File: src/design/csm_pkg.sv
package csm_pkg;

	// default sizes
	localparam int MAX_ROWS_DEF = 64;
	localparam int MAX_COLS_DEF = 256;
	localparam int CAPACITY_DEF = 256;

	// fixed field widths
	localparam int ROW_W = 6;
	localparam int COL_W = 8;
	localparam int VAL_W = 32;
	localparam int RIU_W = 7;

	localparam logic [RIU_W-1:0] ROWS_RESET = 7'd64;

	typedef enum logic [1:0] {
		STAT_DONE  = 2'd0,
		STAT_ZERO  = 2'd1,
		STAT_FULL  = 2'd2,
		STAT_RANGE = 2'd3
	} status_t;

	typedef enum logic {
		OP_INSERT = 1'b0,
		OP_READ   = 1'b1
	} op_t;

	// one stored nonzero entry
	typedef struct packed {
		logic             valid;
		logic [ROW_W-1:0] row;
		logic [COL_W-1:0] col;
		logic [VAL_W-1:0] value;
	} entry_t;

	// broadcast from the controller to every cell
	typedef struct packed {
		logic             insert_en;
		logic [ROW_W-1:0] row;
		logic [COL_W-1:0] col;
		logic [VAL_W-1:0] value;
	} cell_cmd_t;

endpackage

File: src/design/csm_cell.sv
module csm_cell import csm_pkg::*; (
	input  logic             clk,
	input  logic             arst_n,
	input  cell_cmd_t        cmd,
	input  entry_t           prev_entry,
	input  logic             prev_ge,
	input  logic             prev_match,
	input  logic [VAL_W-1:0] prev_acc,
	output entry_t           entry,
	output logic             ge,
	output logic             match,
	output logic [VAL_W-1:0] acc
);

	logic             valid_q;
	logic [ROW_W-1:0] row_q;
	logic [COL_W-1:0] col_q;
	logic [VAL_W-1:0] value_q;
	logic [VAL_W-1:0] acc_q;
	logic             take_prev;
	logic             take_new;

	// cell sits at or after the insert point (empty cells always do)
	assign ge    = !valid_q || ({row_q, col_q} >= {cmd.row, cmd.col});
	assign match = valid_q && (row_q == cmd.row) && (col_q == cmd.col);

	// shift up from the neighbor, or take the new beat at the boundary
	assign take_prev = cmd.insert_en && prev_ge;
	assign take_new  = cmd.insert_en && ge && !prev_ge;

	always_ff @(posedge clk or negedge arst_n) begin
		if (!arst_n) begin
			valid_q <= 1'b0;
		end else if (take_prev) begin
			valid_q <= prev_entry.valid;
		end else if (take_new) begin
			valid_q <= 1'b1;
		end
	end

	// payload holds unless one of the two moves applies
	always_ff @(posedge clk) begin
		if (take_prev) begin
			row_q   <= prev_entry.row;
			col_q   <= prev_entry.col;
			value_q <= prev_entry.value;
		end else if (take_new) begin
			row_q   <= cmd.row;
			col_q   <= cmd.col;
			value_q <= cmd.value;
		end
	end

	// read wave: only the first matching cell of the run contributes
	always_ff @(posedge clk) begin
		acc_q <= prev_acc | ((match && !prev_match) ? value_q : '0);
	end

	assign entry = '{valid: valid_q, row: row_q, col: col_q, value: value_q};
	assign acc   = acc_q;

endmodule

File: config.mk
export PLATFORM = sky130hd
export DESIGN_NAME = csm_cell
export DESIGN_NICKNAME = d
export VERILOG_FILES = /design/src/design/csm_pkg.sv /design/src/design/csm_cell.sv
export SDC_FILE = /design/constraint.sdc
export NUM_CORES = 1
export LEC_CHECK = 0
export BUFFER_PORTS_ARGS = -buffer_cell sky130_fd_sc_hd__buf_4
export CORE_AREA = 2 2 92 94
export DETAILED_ROUTE_END_ITERATION = 16
export DIE_AREA = 0 0 94 96
export PLACE_DENSITY = 0.78
export RECOVER_POWER = 25
export SYNTH_ARGS = -nofsm -noshare
export SYNTH_HDL_FRONTEND = slang
export SYNTH_SLANG_ARGS = --single-unit
export TNS_END_PERCENT = 50
File: constraint.sdc
create_clock -name clk -period 5.2 [get_ports clk]
set_input_delay 0.52 -clock clk [delete_from_list [all_inputs] [get_ports clk]]
set_output_delay 0.52 -clock clk [all_outputs]
set_load 0.02 [all_outputs]
Yosys cells after proc, flatten, opt, wreduce, memory -nomap -nowiden:

Index checks and enable logic that the tools add are counted.

* register bits: 79
* logic and storage cells: 29

* magnitude comparators: 1
* equality and inequality tests: 2
* mux-type cells: 9
* bitwise gates (word level): 1
* reductions and logical operators: 11

Operators with widths (number)
* two-way mux 32 bit: 3
* bitwise OR 32 bit: 1
* two-way mux 8 bit: 2
* >= comparator 14 bit: 1
* two-way mux 6 bit: 2
* == test 8 bit: 1
* == test 6 bit: 1
* logical AND 1 bit: 6
* zero test 1 bit: 3
* two-way mux 1 bit: 2
* nonzero test 2 bit: 1
* logical OR 1 bit: 1

Depth between registers and ports, before layout:

Gate-level depths: netlist of run 1.

* depth in word-level cells: 6
* depth in mapped cells: 8

Worst setup path after synthesis of run 1:

No wires, ideal clock.

* path kind: input port to flip-flop
* from: input port cmd[41] in the netlist's numbering
* to: register col_q[0] (enable)
* setup time: 0.477 ns
* arrival time: 3.702 ns
* slack: 1.020 ns
* cell stages on the path: 6
* path through: inv_1 ha_1 nand2_1 o21ai_0 nand2_1 a31oi_1

* cells in the longest elaborated chain, start to end: 5

Ends and longest elaborated chain
* from (decl): line csm_cell.sv:4 `input cell_cmd_t cmd,`
* >= comparator 14 bit: line csm_cell.sv:24 `assign ge = !valid_q || ({row_q, col_q} >= {cmd.row, cmd.col});`
* logical OR 1 bit: line csm_cell.sv:24
* logical AND 1 bit (2 in a row): line csm_cell.sv:29 `assign take_new = cmd.insert_en && ge && !prev_ge;`
* nonzero test 2 bit (no source line)
* to (signal assigned): line csm_cell.sv:45 `col_q <= prev_entry.col;`
* to (signal assigned): line csm_cell.sv:49 `col_q <= cmd.col;`
* to (decl): line csm_cell.sv:17 `logic [COL_W-1:0] col_q;`

Every way passes these cells.
A chain may end at the register's enable or synchronous reset.

Worst setup path in the final report of run 1:

* from: register col_q[5]
* to: output port ge

* cells in the longest elaborated chain, start to end: 2

Ends and longest elaborated chain
* >= comparator 14 bit: line csm_cell.sv:24
* logical OR 1 bit: line csm_cell.sv:24
* to (decl): line csm_cell.sv:10 `output logic ge,`

Every way passes these cells.

==> impl_metrics.csv, run 1 <==
group,metric,value,unit
outcome,status,"complete, no violations",
layout,fill_cells,696,
worst_hold_path,worstHoldPathType,"primary input to flop",
cts,cts_max_level,3,
global_route,grt_pass1_vias,2732,
timing,max_slew_margin,0.221,
layout,antenna_cells,0,
logic_synthesis,synth-seq-cells,79,
timing,finalSetupTns,0,ns
layout,final_cell_mix,"buf_4, clkbuf_1, mux2_2, edfxtp_1, dfxtp_1",
drt,first_iter_violations,29,
cts,cts_root_buffer,"clkbuf_8",
die,start_util,0.413,
cts,clock-sinks,79,
critical_path,crit_chain,"ha_1 -> and4_4 -> and3_4 -> o41ai_1 -> o2111ai_1 -> buf_4",
timing,max_freq,320,MHz
critical_path,critPathLaunchType,"flop",
layout,area_delta_synth_final,50.9,%
logic_synthesis,syn_inst,227,
global_route,track_usage,0.182,
power,p_per_area,295,nW/um^2
critical_path,cp.depth,6,
critical_path,crit_path_max_incr_delay,0.71,ns
logic_synthesis,ys_top_cells_by_area,"edfxtp_1, dfxtp_1, mux2_2, ha_1, a21o_1",
timing,skew,0.0126,ns
drt,vias,2610,
global_route,grt_overflow,0,
drt,ant_nets,0,
layout,nets,585,
timing,hold_violations,0,
die,fp.coreArea,8050,sq um
run,maxCapViolations,0,
layout,drive_above_1_share,0.538,
critical_path,path_buf_inv,1,
timing,rsz0062_at_grt,"no",
global_route,antenna_found_initial,0,
power,vdd_ir_drop_max,0.000175,V
global_route,grt_pass1_wl,12700,um
placed_design,dp_hpwl,6710,um
logic_synthesis,synth_nets,371,
cts,clock_latency,0.34,ns
logic_synthesis,syn_avg_cell_area,14.7,sq um
critical_path,slowest_stage,"o41ai_1",
layout,postLayoutCoreUtil,0.623,
critical_path,crit_fanout,3,
timing,finalSetupViolCount,0,
drt,drc,0,
layout,final_cells,551,
placed_design,dp_cells,534,
critical_path,crit_type,"flop to primary output",
timing,tightestPinTransition,1.16,ns
timing,fin_worst_hold_slack,0.344,ns
global_route,grt_max_degree,48,
die,die_w,94,um
timing,drv_slew,0,
logic_synthesis,yosys_warnings,0,
cts,cts_buffer_depth,2,
placed_design,port_buffers,210,
critical_path,cp_top_family,"compound AO/OA/AOI/OAI gates",
drt,dr.pass1.iters,5,
timing,post-route-period-util,0.600,
die,chipHeight,96,um
critical_path,end_kind,"primary output",
power,leakagePower,2.34,nW
drt,wire_per_inst,15.5,um
timing,period_needed,3.12,ns
layout,final_common_cell,"buf_4",
die,rows,33,
power,finalPower,1.48,mW
placed_design,place_congestion,0.745,
cts,numCtsBuffers,9,
die,ios,211,
critical_path,cp_data_arrival_time,2.60,ns
logic_synthesis,yosysUniqueCellTypes,29,
drt,avgViaCountPerCell,4.74,
logic_synthesis,post-synth-top-area-cell,"edfxtp_1",
logic_synthesis,netlist.area_leader.share,0.415,
cts,clk_pin_slew,0.09,ns
logic_synthesis,seq_area_frac_synth,0.616,
worst_hold_path,holdPathStages,2,
logic_synthesis,synth_area,3330,sq um
critical_path,crit_required,4.68,ns
drt,drt_wl_total,8530,um
die,dieArea,9020,sq um
cts,cts_tree,"yes",
critical_path,r2r_cells,6,
==> power by group <==
group | internal, mW | total [mW] | leakage (nW) | switching, mW
Clock | 0.253 | 0.468 | 0.102 | 0.216
Sequential | 0.714 | 0.734 | 0.721 | 0.0197
Combinational | 0.143 | 0.280 | 1.52 | 0.137
Total | 1.11 | 1.48 | 2.34 | 0.372
==> cell usage after synthesis <==
master     instances
and3_2             1
buf_2              4
nand2_1            6
mux2_2            46
o2111ai_1          1
a31oi_1            1
dfrtp_1            1
a21o_1            22
and3_4             1
nor2_1             4
a21o_2            11
edfxtp_1          46
a21oi_1            5
nor4_4             1
o41ai_1            1
a211oi_1           1
clkbuf_1           1
o21ai_0            1
nand2_2            1
buf_6              4
ha_1              14
buf_4              1
and4b_1            1
inv_1             16
dfxtp_1           32
o21a_1             1
nor3b_1            1
nor2b_1            1
and4_4             1
==> stage by stage <==
stage          worst slack (ns)  area, sq um
2_1_floorplan              1.02         3330
6_report                   2.08         5020
3_5_place_dp               2.00         4990
4_1_cts                    2.05         5210
5_1_grt                    1.92         5020
3_3_place_gp               2.08         4990
==> sequential cells by signal (all words and copies together), names as in the netlist <==
name and cells:
col_q 8, acc 32, value_q 32, row_q 6
valid_q 1
==> routing by layer <==
layer	global-route usage	up-vias	routed length (um)	part of all wire
li1	-	1259	-	-
met4	0.0616	0	104	0.012
met3	0.0376	11	541	0.063
met5	0	-	0	0
met2	0.352	114	4660	0.55
met1	0.197	1226	3220	0.38
==> cell type report <==
cell class / count / area (sq um) / share of cell area
well taps: 105 / 131 / 0.0262
inverters: 16 / 60.1 / 0.0120
clock buffers: 12 / 156 / 0.0312
multi-input cells: 122 / 1160 / 0.231
clock inverters: 4 / 51.3 / 0.0102
flip-flops and latches: 79 / 2050 / 0.408
repair buffers: 213 / 1410 / 0.282
==> kinds of logic (layout without fill, tap and decap cells) <==
logic type | count (synthesis) | in the layout | synth area share
DFF | 79 | 79 | 0.615
and+or+nand+nor | 18 | 18 | 0.0357
buffers and inverters | 26 | 245 | 0.0410
AOI/OAI and AO/OA | 44 | 44 | 0.0993
adders and majority gates | 14 | 14 | 0.0527
muxes | 46 | 46 | 0.156
==> worst reg2reg max path, delay by kind of cell, from the launching register on <==
family                   cells  cell delay [ns]
AO/OA/AOI/OAI                2             1.19
adder cells (fa/ha/maj)      1             0.32
flip-flops                   1             0.40
buffers and inverters        1             0.39
AND/OR/NAND/NOR              2             0.38
==> final timing paths <==
kind / start / to / slack (ns)
setup / recovery: col_q[5] / ge / 2.08
hold / removal: prev_acc[3] / acc[3] / 0.34
setup reg to reg: col_q[5] / value_q[11] / 2.23
hold reg to reg: value_q[14] / acc[14] / 0.48
max in group asynchronous: arst_n / valid_q / 4.59
min in group asynchronous: arst_n / valid_q / 0.53
==> repair_timing <==
action / 4_1_cts / 5_1_grt
buffers inserted: 0 / 0
hold endpoints to repair: 1 / 0
resized for setup: 0 / 0
hold buffers: 1 / 0
Power figures use the tool's default switching activity.
==> run 2: changes to the inputs <==
==> constraint.sdc (replaced) <==
create_clock -name clk -period 3.2 [get_ports clk]
set_input_delay 0.32 -clock clk [delete_from_list [all_inputs] [get_ports clk]]
set_output_delay 0.32 -clock clk [all_outputs]
set_load 0.02 [all_outputs]
==> run 2 against run 1 <==
  * Global-route usage increased by 0.55 points
  * Routed wire length up 1.4%
  * Sequential share of layout area is 0.60 points lower
  * Via count up 0.65%
  * Die area stayed put
  * Combinational power up 68%
  * Sequential power grew 62%
  * Register-to-register slack worse by 1.6 ns
  * Non-clock buffer count increased by 3
  * Count of clock-buffer cells in the layout fell by 1
  * Flip-flop and latch count unchanged
  * Worst setup slack worse by 1.8 ns
  * Critical endpoint unchanged
  * Highest routed layer unchanged
==> impl_metrics.csv, run 2 (same netlist as run 1, synthesis figures left out) <==
group,metric,value,unit
global_route,grt_overflow,0,
critical_path,crit_fanout,3,
run,maxCapViolations,0,
die,start_util,0.413,
cts,cts_buffer_depth,2,
critical_path,crit_chain,"ha_1 -> and4_4 -> and3_4 -> o41ai_1 -> o2111ai_1 -> buf_4",
die,fp.coreArea,8050,sq um
timing,tightestPinTransition,0.887,ns
drt,drc,0,
timing,max_freq,343,MHz
critical_path,cp.depth,6,
die,chipHeight,96,um
global_route,grt_pass1_wl,12700,um
drt,vias,2627,
global_route,grt_max_degree,32,
die,ios,211,
die,dieArea,9020,sq um
cts,clk_pin_slew,0.09,ns
cts,clock_latency,0.33,ns
timing,drv_slew,0,
critical_path,cp_data_arrival_time,2.60,ns
timing,hold_violations,0,
power,leakagePower,2.42,nW
critical_path,worstReg2RegStart,"col_q[5]",
power,finalPower,2.38,mW
drt,wire_per_inst,15.6,um
drt,avgViaCountPerCell,4.74,
critical_path,cp_top_family,"compound AO/OA/AOI/OAI gates",
global_route,antenna_found_initial,0,
placed_design,port_buffers,210,
placed_design,place_congestion,0.727,
timing,finalSetupViolCount,0,
layout,nets,588,
layout,drive_above_1_share,0.581,
critical_path,startpoint,"col_q[5]",
cts,cts_root_buffer,"clkbuf_8",
critical_path,r2r_cells,6,
layout,postLayoutCoreUtil,0.633,
timing,skew,0.0101,ns
cts,numCtsBuffers,9,
worst_hold_path,min_from,"prev_acc[15]",
cts,cts_tree,"yes",
critical_path,crit_type,"flop to primary output",
worst_hold_path,holdPathStages,2,
layout,area_delta_synth_final,53.2,%
drt,drt_wl_total,8650,um
outcome,status,"complete, no violations",
placed_design,dp_hpwl,6870,um
drt,dr.pass1.iters,4,
timing,finalSetupTns,0,ns
drt,first_iter_violations,42,
timing,period_needed,2.92,ns
cts,cts_max_level,3,
worst_hold_path,worstHoldPathType,"primary input to flop",
cts,cts_setup_buffers,0,
timing,max_slew_margin,0.407,
critical_path,end_kind,"primary output",
placed_design,dp_cells,537,
layout,antenna_cells,0,
global_route,grt_pass1_vias,2728,
critical_path,crit_path_max_incr_delay,0.69,ns
layout,final_cells,554,
global_route,track_usage,0.188,
layout,final_common_cell,"buf_4",
timing,post-route-period-util,0.911,
drt,ant_nets,0,
critical_path,crit_required,2.88,ns
critical_path,path_buf_inv,1,
critical_path,critPathLaunchType,"flop",
layout,final_cell_mix,"buf_4, mux2_2, edfxtp_1",
timing,rsz0062_at_grt,"no",
critical_path,slowest_stage,"o41ai_1",
power,vdd_ir_drop_max,0.000258,V
die,rows,33,
die,die_w,94,um
cts,clock-sinks,79,
power,p_per_area,467,nW/um^2
run 2: final timing paths:
check	slack [ns]	end
min reg2reg	0.48	acc[16]
min in group asynchronous	0.33	valid_q
max	0.28	ge
min	0.15	acc[15]
max reg2reg	0.64	value_q[18]
max in group asynchronous	2.79	valid_q
run 2: routing by layer:
layer / up-vias / GRT usage / wire length [um]
met5: - / 0 / 0
met4: 0 / 0.0761 / 119
met3: 10 / 0.0548 / 715
met2: 126 / 0.350 / 4640
met1: 1228 / 0.198 / 3170
li1: 1263 / - / -
run 2: through the flow:
step	hold slack, ns	setup WS, ns	instance area (sq um)
floorplan	0.0244	0.0934	3330
global route	0.120	0.0763	5090
finish	0.153	0.283	5090
detailed placement	0.0967	0.598	5010
CTS	0.135	0.247	5220
global placement	0.0962	0.664	5010
run 2: layout make-up:
cell class                      instances  area (sq um)
Clock inverter                          5          36.3
Clock buffer                           11           163
Multi-Input combinational cell        122          1160
Fill cell                             679          2960
Tap cell                              105           131
Timing Repair Buffer                  216          1500
Inverter                               16          60.1
Sequential cell                        79          2050
run 2: what timing repair did:
action	in CTS	in global routing
hold buffers	1	0
gates resized for setup	0	0
hold endpoints to repair	1	0
run 2: worst reg2reg max path: stages (launching register included):
cell and delay (ns):
edfxtp_1 0.41, ha_1 0.33, and4_4 0.20, and3_4 0.18, o41ai_1 0.69, a31oi_4 0.17, buf_4 0.31
run 2: power by group:
group	leakage [nW]	switching (mW)	internal [mW]	total [mW]
Sequential	0.721	0.0335	1.16	1.19
Combinational	1.60	0.222	0.246	0.469
Clock	0.101	0.365	0.354	0.719
Total	2.42	0.621	1.76	2.38
